[src/sv/rgcd_pkg.sv]
// shared types, constants and address helpers for the rle glyph column decoder
// no dependencies
package rgcd_pkg;

  localparam int LINE_WIDTH  = 320;
  localparam int GLYPH_WIDTH = 8;
  localparam int MAX_ROWS    = 8;
  localparam int ADDR_W      = 12;
  localparam int ROWS_W      = 4;
  localparam int SIZE_W      = $clog2(LINE_WIDTH * MAX_ROWS + 1);
  localparam int POS_W       = (SIZE_W > ADDR_W) ? SIZE_W : ADDR_W;
  localparam int X_W         = $clog2(LINE_WIDTH);
  localparam int LINES_MAX   = ((1 << ADDR_W) / LINE_WIDTH > MAX_ROWS) ?
                               (1 << ADDR_W) / LINE_WIDTH : MAX_ROWS;
  localparam int LINE_W      = $clog2(LINES_MAX + 1);
  localparam int RUN_W       = 7;
  localparam int CTRL_RUN    = 128;

  typedef enum logic [1:0] {
    PH_CONTROL = 2'd0,
    PH_RUN     = 2'd1,
    PH_LITERAL = 2'd2
  } phase_t;

  typedef enum logic {
    REG_GLYPH_ROWS     = 1'b0,
    REG_START_POSITION = 1'b1
  } reg_index_t;

  typedef struct packed {
    logic [7:0] code_byte;
    logic       first_byte;
  } in_item_t;

  typedef struct packed {
    logic [ADDR_W-1:0] address_a;
    logic [7:0]        value_a;
    logic [ADDR_W-1:0] address_b;
    logic [7:0]        value_b;
    logic [1:0]        pixel_count;
    logic              last;
    logic              done_res;
  } out_item_t;

  typedef struct packed {
    logic             restart;
    logic [7:0]       value;
    logic [RUN_W-1:0] npix;
    logic             done;
  } cmd_t;

  typedef struct packed {
    logic [2:0]        col;
    logic [X_W-1:0]    x;
    logic [LINE_W-1:0] line;
  } pix_pos_t;

  function automatic logic [ROWS_W-1:0] eff_rows(input logic [ROWS_W-1:0] rows);
    logic [ROWS_W-1:0] r;
    r = rows;
    if (rows == '0) r = ROWS_W'(1);
    else if (rows > ROWS_W'(MAX_ROWS)) r = ROWS_W'(MAX_ROWS);
    return r;
  endfunction

  function automatic logic [POS_W-1:0] strip_size(input logic [ROWS_W-1:0] rows);
    return POS_W'(LINE_WIDTH * int'(eff_rows(rows)));
  endfunction

  function automatic pix_pos_t pos_split(input logic [ADDR_W-1:0] start);
    pix_pos_t p;
    logic [LINE_W-1:0] ln;
    logic [ADDR_W-1:0] base;
    ln = '0;
    for (int k = 1; k <= LINES_MAX; k++) begin
      if (int'(start) >= k * LINE_WIDTH) ln = LINE_W'(k);
    end
    base   = ADDR_W'(int'(ln) * LINE_WIDTH);
    p.col  = start[2:0];
    p.x    = X_W'(start - base);
    p.line = ln;
    return p;
  endfunction

  function automatic pix_pos_t pos_inc(input pix_pos_t p);
    pix_pos_t q;
    q.col = p.col + 3'd1;
    if (p.x == X_W'(LINE_WIDTH - 1)) begin
      q.x    = '0;
      q.line = p.line + LINE_W'(1);
    end else begin
      q.x    = p.x + X_W'(1);
      q.line = p.line;
    end
    return q;
  endfunction

  function automatic logic [ADDR_W-1:0] glyph_addr(input pix_pos_t p,
                                                   input logic [ROWS_W-1:0] rows);
    logic [ADDR_W-1:0] gx;
    logic [ADDR_W-1:0] gr;
    gx = ADDR_W'(p.x >> 3);
    gr = ADDR_W'(gx * ADDR_W'(eff_rows(rows)));
    return ADDR_W'(p.col) + (ADDR_W'(p.line) << 3) + (gr << 3);
  endfunction

endpackage

[src/sv/rgcd_front.sv]
// front end: parses control, run and literal bytes and tracks the strip position
// depends on rgcd_pkg
module rgcd_front import rgcd_pkg::*; (
  input  logic              clk,
  input  logic              rst,
  input  logic              accept,
  input  in_item_t          item,
  input  logic [ROWS_W-1:0] glyph_rows,
  input  logic [ADDR_W-1:0] start_position,
  output cmd_t              cmd
);

  phase_t           phase, phase_next;
  logic [RUN_W-1:0] remaining, remaining_next;
  logic [POS_W-1:0] position, position_next;
  logic             finished, finished_next;

  phase_t           ph_e;
  logic [RUN_W-1:0] rem_e;
  logic [POS_W-1:0] pos_e;
  logic             fin_e;
  logic [POS_W-1:0] strip;
  logic [POS_W-1:0] avail;
  logic             run_clip;
  logic [RUN_W-1:0] run_w;
  logic             lit_end;

  always_comb begin
    strip = strip_size(glyph_rows);
    if (item.first_byte) begin
      ph_e  = PH_CONTROL;
      rem_e = '0;
      pos_e = POS_W'(start_position);
      fin_e = (POS_W'(start_position) >= strip);
    end else begin
      ph_e  = phase;
      rem_e = remaining;
      pos_e = position;
      fin_e = finished;
    end
    avail    = strip - pos_e;
    run_clip = (POS_W'(rem_e) >= avail);
    run_w    = run_clip ? RUN_W'(avail) : rem_e;
    lit_end  = ((pos_e + POS_W'(1)) >= strip);
  end

  always_comb begin
    phase_next     = ph_e;
    remaining_next = rem_e;
    position_next  = pos_e;
    finished_next  = fin_e;
    if (!fin_e) begin
      unique case (ph_e)
        PH_CONTROL: begin
          if (item.code_byte == 8'd0) begin
            finished_next = 1'b1;
          end else if (item.code_byte >= 8'(CTRL_RUN)) begin
            phase_next     = PH_RUN;
            remaining_next = item.code_byte[RUN_W-1:0];
          end else begin
            phase_next     = PH_LITERAL;
            remaining_next = item.code_byte[RUN_W-1:0];
          end
        end
        PH_RUN: begin
          phase_next     = PH_CONTROL;
          remaining_next = '0;
          position_next  = pos_e + POS_W'(run_w);
          finished_next  = run_clip;
        end
        PH_LITERAL: begin
          position_next = pos_e + POS_W'(1);
          if (lit_end) begin
            finished_next  = 1'b1;
            phase_next     = PH_CONTROL;
            remaining_next = '0;
          end else begin
            remaining_next = rem_e - RUN_W'(1);
            if (rem_e == RUN_W'(1)) phase_next = PH_CONTROL;
          end
        end
        default: begin
          phase_next = PH_CONTROL;
        end
      endcase
    end
  end

  always_comb begin
    cmd.restart = item.first_byte;
    cmd.value   = item.code_byte;
    cmd.done    = finished_next;
    cmd.npix    = '0;
    if (!fin_e) begin
      unique case (ph_e)
        PH_RUN:     cmd.npix = run_w;
        PH_LITERAL: cmd.npix = RUN_W'(1);
        default:    cmd.npix = '0;
      endcase
    end
  end

  always_ff @(posedge clk) begin
    if (rst) begin
      phase     <= PH_CONTROL;
      remaining <= '0;
      position  <= POS_W'(0);
      finished  <= 1'b0;
    end else if (accept) begin
      phase     <= phase_next;
      remaining <= remaining_next;
      position  <= position_next;
      finished  <= finished_next;
    end
  end

endmodule

[src/sv/rgcd_cmd_queue.sv]
// two-entry command queue between the byte parser and the pixel writer
// depends on rgcd_pkg
module rgcd_cmd_queue import rgcd_pkg::*; (
  input  logic clk,
  input  logic rst,
  input  logic wr_en,
  input  cmd_t wr_data,
  output logic full,
  input  logic rd_en,
  output cmd_t rd_data,
  output logic rd_valid
);

  cmd_t       entry [2];
  logic       wr_ptr;
  logic       rd_ptr;
  logic [1:0] count;

  assign full     = (count == 2'd2);
  assign rd_valid = (count != 2'd0);
  assign rd_data  = entry[rd_ptr];

  always_ff @(posedge clk) begin
    if (wr_en) entry[wr_ptr] <= wr_data;
  end

  always_ff @(posedge clk) begin
    if (rst) begin
      wr_ptr <= 1'b0;
      rd_ptr <= 1'b0;
      count  <= 2'd0;
    end else begin
      if (wr_en) wr_ptr <= ~wr_ptr;
      if (rd_en) rd_ptr <= ~rd_ptr;
      unique case ({wr_en, rd_en})
        2'b10:   count <= count + 2'd1;
        2'b01:   count <= count - 2'd1;
        default: count <= count;
      endcase
    end
  end

endmodule

[src/sv/rgcd_back.sv]
// back end: expands commands into result beats of up to two pixel writes
// depends on rgcd_pkg
module rgcd_back import rgcd_pkg::*; (
  input  logic              clk,
  input  logic              rst,
  input  cmd_t              cmd,
  input  logic              cmd_valid,
  output logic              cmd_pop,
  input  logic [ROWS_W-1:0] glyph_rows,
  input  logic [ADDR_W-1:0] start_position,
  output out_item_t         result,
  output logic              empty,
  input  logic              pop
);

  logic             busy;
  logic [RUN_W-1:0] left;
  logic [7:0]       value;
  logic             done;
  pix_pos_t         pp;
  logic             res_valid;
  out_item_t        res;

  logic             free;
  logic             emit;
  pix_pos_t         pp1;
  pix_pos_t         pp2;
  logic [1:0]       n;
  logic             last_beat;
  out_item_t        res_next;

  assign free    = !res_valid || pop;
  assign emit    = busy && free;
  assign cmd_pop = !busy && cmd_valid;
  assign empty   = !res_valid;
  assign result  = res;

  always_comb begin
    pp1       = pos_inc(pp);
    pp2       = pos_inc(pp1);
    n         = (left >= RUN_W'(2)) ? 2'd2 : left[1:0];
    last_beat = (left <= RUN_W'(2));
    res_next  = '0;
    if (n != 2'd0) begin
      res_next.address_a = glyph_addr(pp, glyph_rows);
      res_next.value_a   = value;
    end
    if (n == 2'd2) begin
      res_next.address_b = glyph_addr(pp1, glyph_rows);
      res_next.value_b   = value;
    end
    res_next.pixel_count = n;
    res_next.last        = last_beat;
    res_next.done_res    = done;
  end

  always_ff @(posedge clk) begin
    if (rst) begin
      pp <= '0;
    end else if (cmd_pop) begin
      value <= cmd.value;
      done  <= cmd.done;
      if (cmd.restart) pp <= pos_split(start_position);
    end else if (emit) begin
      priority case (n)
        2'd2:    pp <= pp2;
        2'd1:    pp <= pp1;
        default: pp <= pp;
      endcase
    end
    if (emit) res <= res_next;
  end

  always_ff @(posedge clk) begin
    if (rst) begin
      busy      <= 1'b0;
      left      <= '0;
      res_valid <= 1'b0;
    end else begin
      if (cmd_pop) begin
        busy <= 1'b1;
        left <= cmd.npix;
      end else if (emit) begin
        busy <= !last_beat;
        left <= left - RUN_W'(n);
      end
      if (emit) res_valid <= 1'b1;
      else if (pop) res_valid <= 1'b0;
    end
  end

`ifndef SYNTH
  a_count_range: assert property (@(posedge clk) disable iff (rst)
    res_valid |-> res.pixel_count != 2'd3)
    else $error("pixel count out of range");

  a_full_unless_last: assert property (@(posedge clk) disable iff (rst)
    (res_valid && !res.last) |-> res.pixel_count == 2'd2)
    else $error("short beat before end of byte");

  a_idle_slot_zero: assert property (@(posedge clk) disable iff (rst)
    (res_valid && res.pixel_count == 2'd0) |-> (res.address_a == '0 && res.value_a == '0))
    else $error("unused write slot not cleared");
`endif

endmodule

[src/sv/rle_glyph_column_decoder_top.sv]
// rle glyph column decoder: one result beat per cycle while results are popped, each
// byte's command is loaded before its beats, which pass through the result register;
// a literal or control byte gives one beat, a run of k pixels ceil(k/2) (at least one)
// input rate is bounded by the pixel writer draining the two-entry command queue
// synchronous active-high reset clears parser, queue and output; rows 8, start 0
// depends on rgcd_pkg, rgcd_front, rgcd_cmd_queue, rgcd_back
module rle_glyph_column_decoder_top import rgcd_pkg::*; (
  input  logic        clk,
  input  logic        rst,
  input  logic        push,
  output logic        full,
  input  in_item_t    item,
  output logic        empty,
  input  logic        pop,
  output out_item_t   result,
  input  logic        cfg_valid,
  output logic        cfg_ready,
  input  reg_index_t  cfg_index,
  input  logic [11:0] cfg_data
);

  logic [ROWS_W-1:0] glyph_rows;
  logic [ADDR_W-1:0] start_position;
  logic              accept;
  cmd_t              front_cmd;
  cmd_t              queue_cmd;
  logic              queue_valid;
  logic              queue_pop;

  assign cfg_ready = 1'b1;
  assign accept    = push && !full;

  always_ff @(posedge clk) begin
    if (rst) begin
      glyph_rows     <= ROWS_W'(MAX_ROWS);
      start_position <= '0;
    end else if (cfg_valid && cfg_ready) begin
      unique case (cfg_index)
        REG_GLYPH_ROWS:     glyph_rows     <= cfg_data[ROWS_W-1:0];
        REG_START_POSITION: start_position <= cfg_data[ADDR_W-1:0];
        default:            glyph_rows     <= glyph_rows;
      endcase
    end
  end

  rgcd_front u_front (
    .clk            (clk),
    .rst            (rst),
    .accept         (accept),
    .item           (item),
    .glyph_rows     (glyph_rows),
    .start_position (start_position),
    .cmd            (front_cmd)
  );

  rgcd_cmd_queue u_queue (
    .clk      (clk),
    .rst      (rst),
    .wr_en    (accept),
    .wr_data  (front_cmd),
    .full     (full),
    .rd_en    (queue_pop),
    .rd_data  (queue_cmd),
    .rd_valid (queue_valid)
  );

  rgcd_back u_back (
    .clk            (clk),
    .rst            (rst),
    .cmd            (queue_cmd),
    .cmd_valid      (queue_valid),
    .cmd_pop        (queue_pop),
    .glyph_rows     (glyph_rows),
    .start_position (start_position),
    .result         (result),
    .empty          (empty),
    .pop            (pop)
  );

endmodule
[config.mk]
export PLATFORM = sky130hd
export DESIGN_NAME = rle_glyph_column_decoder_top
export DESIGN_NICKNAME = d
export VERILOG_FILES = /design/src/sv/rgcd_pkg.sv /design/src/sv/rgcd_front.sv /design/src/sv/rgcd_cmd_queue.sv /design/src/sv/rgcd_back.sv /design/src/sv/rle_glyph_column_decoder_top.sv
export SDC_FILE = /design/constraint.sdc
export NUM_CORES = 1
export LEC_CHECK = 0
export BUFFER_PORTS_ARGS = -buffer_cell sky130_fd_sc_hd__buf_4
export CORE_UTILIZATION = 30
export CTS_BUF_LIST = sky130_fd_sc_hd__clkbuf_16
export CTS_CLUSTER_DIAMETER = 100
export DETAILED_ROUTE_END_ITERATION = 10
export PLACE_DENSITY = 0.45
export SLEW_MARGIN = 20
export SYNTH_ARGS = -nofsm -noshare
export SYNTH_HDL_FRONTEND = slang
export SYNTH_SLANG_ARGS = --single-unit
[constraint.sdc]
create_clock -name clk -period 6.73 [get_ports clk]
set_input_delay 0.673 -clock clk [delete_from_list [all_inputs] [get_ports clk]]
set_output_delay 0.673 -clock clk [all_outputs]
set_load 0.05 [all_outputs]
==> summary.json <==
{
  "core_region_area_sq_um": 36900,
  "routed-via-count": 9222,
  "top_level_ports": 74,
  "worst_ir_drop_vdd_v": 0.000170,
  "maximum_clock_skew_at_final_layout_ps": 21.3,
  "critical_path_class": "reg2reg",
  "pin_count_of_the_biggest_net_entering_global_routing": 70,
  "worst_pin_slew_ps": 922,
  "router_iterations_before_antenna_repair": 5,
  "critPathRequiredTime_ps": 7080,
  "ys_types": 88,
  "grt_util_all_layers_pct": 16.7,
  "cts-resized-gates": 0,
  "first_pass_grt_wire_length_mm": 50.6,
  "yosys.area.top_type_share_pct": 23.1,
  "synth_largest_area_cell": "edfxtp_1",
  "num-nets-final": 1425,
  "hold_end": "u_back.result[0]",
  "timing.final.setup_violations": 0,
  "library_cell_used_as_clock_root_buffer": "clkbuf_16",
  "synth-main-ff-cell": "edfxtp_1",
  "worst_path_largest_cell_delay_ps": 730,
  "number_of_antenna_violations_at_the_first_check_in_global_routing": 0,
  "sequential_share_of_the_synthesized_area_pct": 35.1,
  "drive_above_1_share_pct": 12.9,
  "hold_class": "reg2reg",
  "placement.cell_area_sq_um": 12300,
  "max_cap_viol_count": 0,
  "worst-endpoint-arrival_ps": 6280,
  "holdWs_ps": 424,
  "grt_setup_unrepaired": "no",
  "internal_power_w": 0.00257,
  "synth.yosys.warnings": 0,
  "pwr_cell_area_nw_per_um2": 356,
  "worstHoldPathCells": 0,
  "fill_cells": 3790,
  "maxSlewViolCount": 0,
  "areaGrowthSynthToFinish_pct": 14.2,
  "synth_top_cells_by_area": "edfxtp_1 (23%), dfxtp_1 (12%), ha_1 (9.1%)",
  "maxSlewHeadroom_pct": 38.5,
  "critical_path.cell_chain": "or2_2 -> inv_1 -> ha_1 -> ha_1 -> ha_1 -> a21oi_1 -> o21ai_0 -> a21o_1 -> a41oi_1 -> or3_1 -> mux2i_2 -> ha_1 -> inv_1 -> fa_1 -> nor2b_1 -> o21ai_0 -> nand2b_1 -> a2111oi_0 -> a211oi_1 -> nand2_1 -> o31a_1 -> a311oi_1",
  "static-leakage-power_nw": 5.21,
  "detail_route.wl_per_cell_um": 17.4,
  "synth_async_sr_flop_share_pct": 0,
  "crit-reg2reg-capture": "u_front.position[10]",
  "fp.dieW_um": 196,
  "cts_tree": "built",
  "switching_portion_of_total_power_pct": 44.1,
  "post_route_drc_violation_count": 0,
  "portBuffers": 72,
  "setup-tns-final_ps": 0,
  "detail_route.wirelength_mm": 31.5,
  "gpl.final_weighted_congestion": 0.844,
  "die-height_um": 196,
  "worst_hold_startpoint": "u_back.done",
  "p_clk_share_pct": 21.6,
  "final_critical_path_time_including_i_o_delays_and_setup_ps": 5930,
  "part_of_the_total_power_dissipated_in_sequential_elements_pct": 33.0,
  "period_share_pct": 88.1,
  "comb_power_share_pct": 45.5,
  "critPathMostFrequentCell": "ha_1",
  "dieArea_sq_um": 38500,
  "post-route-worst-setup-slack_ps": 803,
  "worst_setup_hold_path_clk_slew_ps": 80,
  "crit-reg2reg-launch": "glyph_rows[3]",
  "cts_max_path_buffers": 2,
  "outcome": "completed",
  "cts_buffers": 17,
  "grt_pass1_vias": 9095,
  "synth_edf_count": 87,
  "worstSkewPairLatency_ps": 440,
  "hold_buffers": 0,
  "syn-cell-area_sq_um": 11300,
  "initial_core_util_pct": 30.7,
  "reg2reg_slack_ps": 800,
  "detailedRoute.firstIterationViolations": 610,
  "cts.repair_timing.setup_buffer_count": 0,
  "place.detailed.hpwl_mm": 23.1,
  "synthesis.instances": 1247,
  "worst_setup_path_end_kind": "flip-flop",
  "numClockSinks": 155,
  "critPathSlowestCell": "dfxtp_1",
  "drt.antenna.violating_nets": 0,
  "maximum_fanout_encountered_on_the_critical_timing_path": 20,
  "avgSynthCellArea_sq_um": 9.07,
  "vias_per_cell": 5.08,
  "cts.htree.levels": 4,
  "yosys_register_bits": 155,
  "fmax_mhz": 169,
  "r2r_cells": 22,
  "startpoint_type": "flip-flop",
  "placement.setup.worst_slack_ps": 710,
  "rows": 70,
  "switchingPower_w": 0.00203,
  "grt_remaining_overflow": 0,
  "stdcell_area_sq_um": 12900,
  "hold_viol_final": 0
}
## layout by cell type, fill, tap and decap left out, types with 21 or more instances in the layout
master / count
a211oi_1: 21
a21oi_1: 83
and2_1: 43
buf_4: 91
dfxtp_1: 68
edfxtp_1: 87
ha_1: 82
inv_1: 84
mux2i_1: 29
nand2_1: 122
nand3_1: 23
nor2_1: 96
nor2b_1: 37
nor3_1: 28
o21ai_0: 44
xnor2_1: 44
xor2_1: 21
## cells by family after synthesis
family	count (synthesis)	share of synthesized area, %
AOI/OAI and AO/OA	293	17.7
buffers and inverters	148	5.54
xor gates and xnor gates	65	5.03
adders and majority gates	104	12.8
other	1	0.0331
muxes	46	4.32
and+or+nand+nor	435	19.5
DFF	155	35.1
## critical path: cells and delay by family (launching register included)
kind                       cells  cell delay, ps
adders and majority gates      5            1580
muxes                          1             290
buffers and inverters          2             120
AOI/OAI and AO/OA              9            2030
DFF                            1             730
and+or+nand+nor                5            1110
## metal layers
metal,up-vias,track usage [%],part of all wire [%]
li1,4565,-,-
met1,4381,22.9,48
met2,226,27.0,46
met3,50,1.87,3.5
met4,0,6.39,2.7
met5,-,0,0
## cell type report
class	count	area, sq um	area share [%]
timing repair buffer	91	683	5.29
multi-input combinational	945	6730	52.1
sequential	155	3970	30.8
antenna	1	2.50	0.0194
inverter	86	323	2.50
clock inverter	15	156	1.21
tap	504	631	4.88
clock buffer	17	425	3.29
## power by group through the flow
stage	Clock, W	Combinational, W	Sequential (W)
floorplan	0	0.00130	0.00176
global placement	0	0.00211	0.00154
detailed placement	0	0.00211	0.00154
CTS	0.00102	0.00213	0.00152
global route	0.00105	0.00233	0.00155
finish	0.000991	0.00209	0.00152
## worst max-delay path by stage
| stage | from | slack, ps | end |
|---|---|---|---|
| floorplan | item[0] | 1080 | u_front.position[10] |
| CTS | glyph_rows[3] | 820 | u_front.position[10] |
| finish | glyph_rows[3] | 800 | u_front.position[10] |
| global route | glyph_rows[3] | 330 | u_front.position[10] |
| global placement | item[0] | 910 | u_front.position[10] |
| detailed placement | item[0] | 710 | u_front.position[10] |
## synth_stat cells, types with 10 or more instances
| library cell | instances |
|---|---|
| fa_1 | 20 |
| nand3_1 | 23 |
| nand2b_1 | 12 |
| and3_1 | 10 |
| a21o_1 | 19 |
| ha_1 | 82 |
| edfxtp_1 | 87 |
| inv_1 | 83 |
| a31oi_1 | 10 |
| a211oi_1 | 21 |
| dfxtp_1 | 68 |
| nor3_1 | 28 |
| o211ai_1 | 11 |
| nor2b_1 | 37 |
| o21ai_0 | 44 |
| nand2_1 | 122 |
| a21oi_1 | 83 |
| nand4_1 | 10 |
| xor2_1 | 21 |
| mux2i_1 | 29 |
| nor2_1 | 97 |
| clkbuf_1 | 40 |
| a311oi_1 | 11 |
| and2_1 | 43 |
| xnor2_1 | 44 |
| mux2_2 | 14 |
## registers in the layout, summed over array words and instances, names as in the netlist, named ones only
name,count
u_back.result,44
start_position,12
u_front.position,12
u_back.left,7
u_queue.entry,34
u_back.busy,1
u_queue.count,2
u_back.value,8
u_back.done,1
u_back.res_valid,1
u_queue.rd_ptr,1
u_front.phase,2
u_queue.wr_ptr,1
glyph_rows,4
u_front.remaining,7
u_back.pp,16
u_front.finished,1
## per-stage QoR
step	util, %	total power (W)	instances
floorplan	-	0.00305	1248
global placement	33.5	0.00365	1781
detailed placement	33.5	0.00365	1781
CTS	35.0	0.00467	1813
global route	35.0	0.00493	1813
finish	35.0	0.00460	1814
Power figures use the tool's default switching activity.
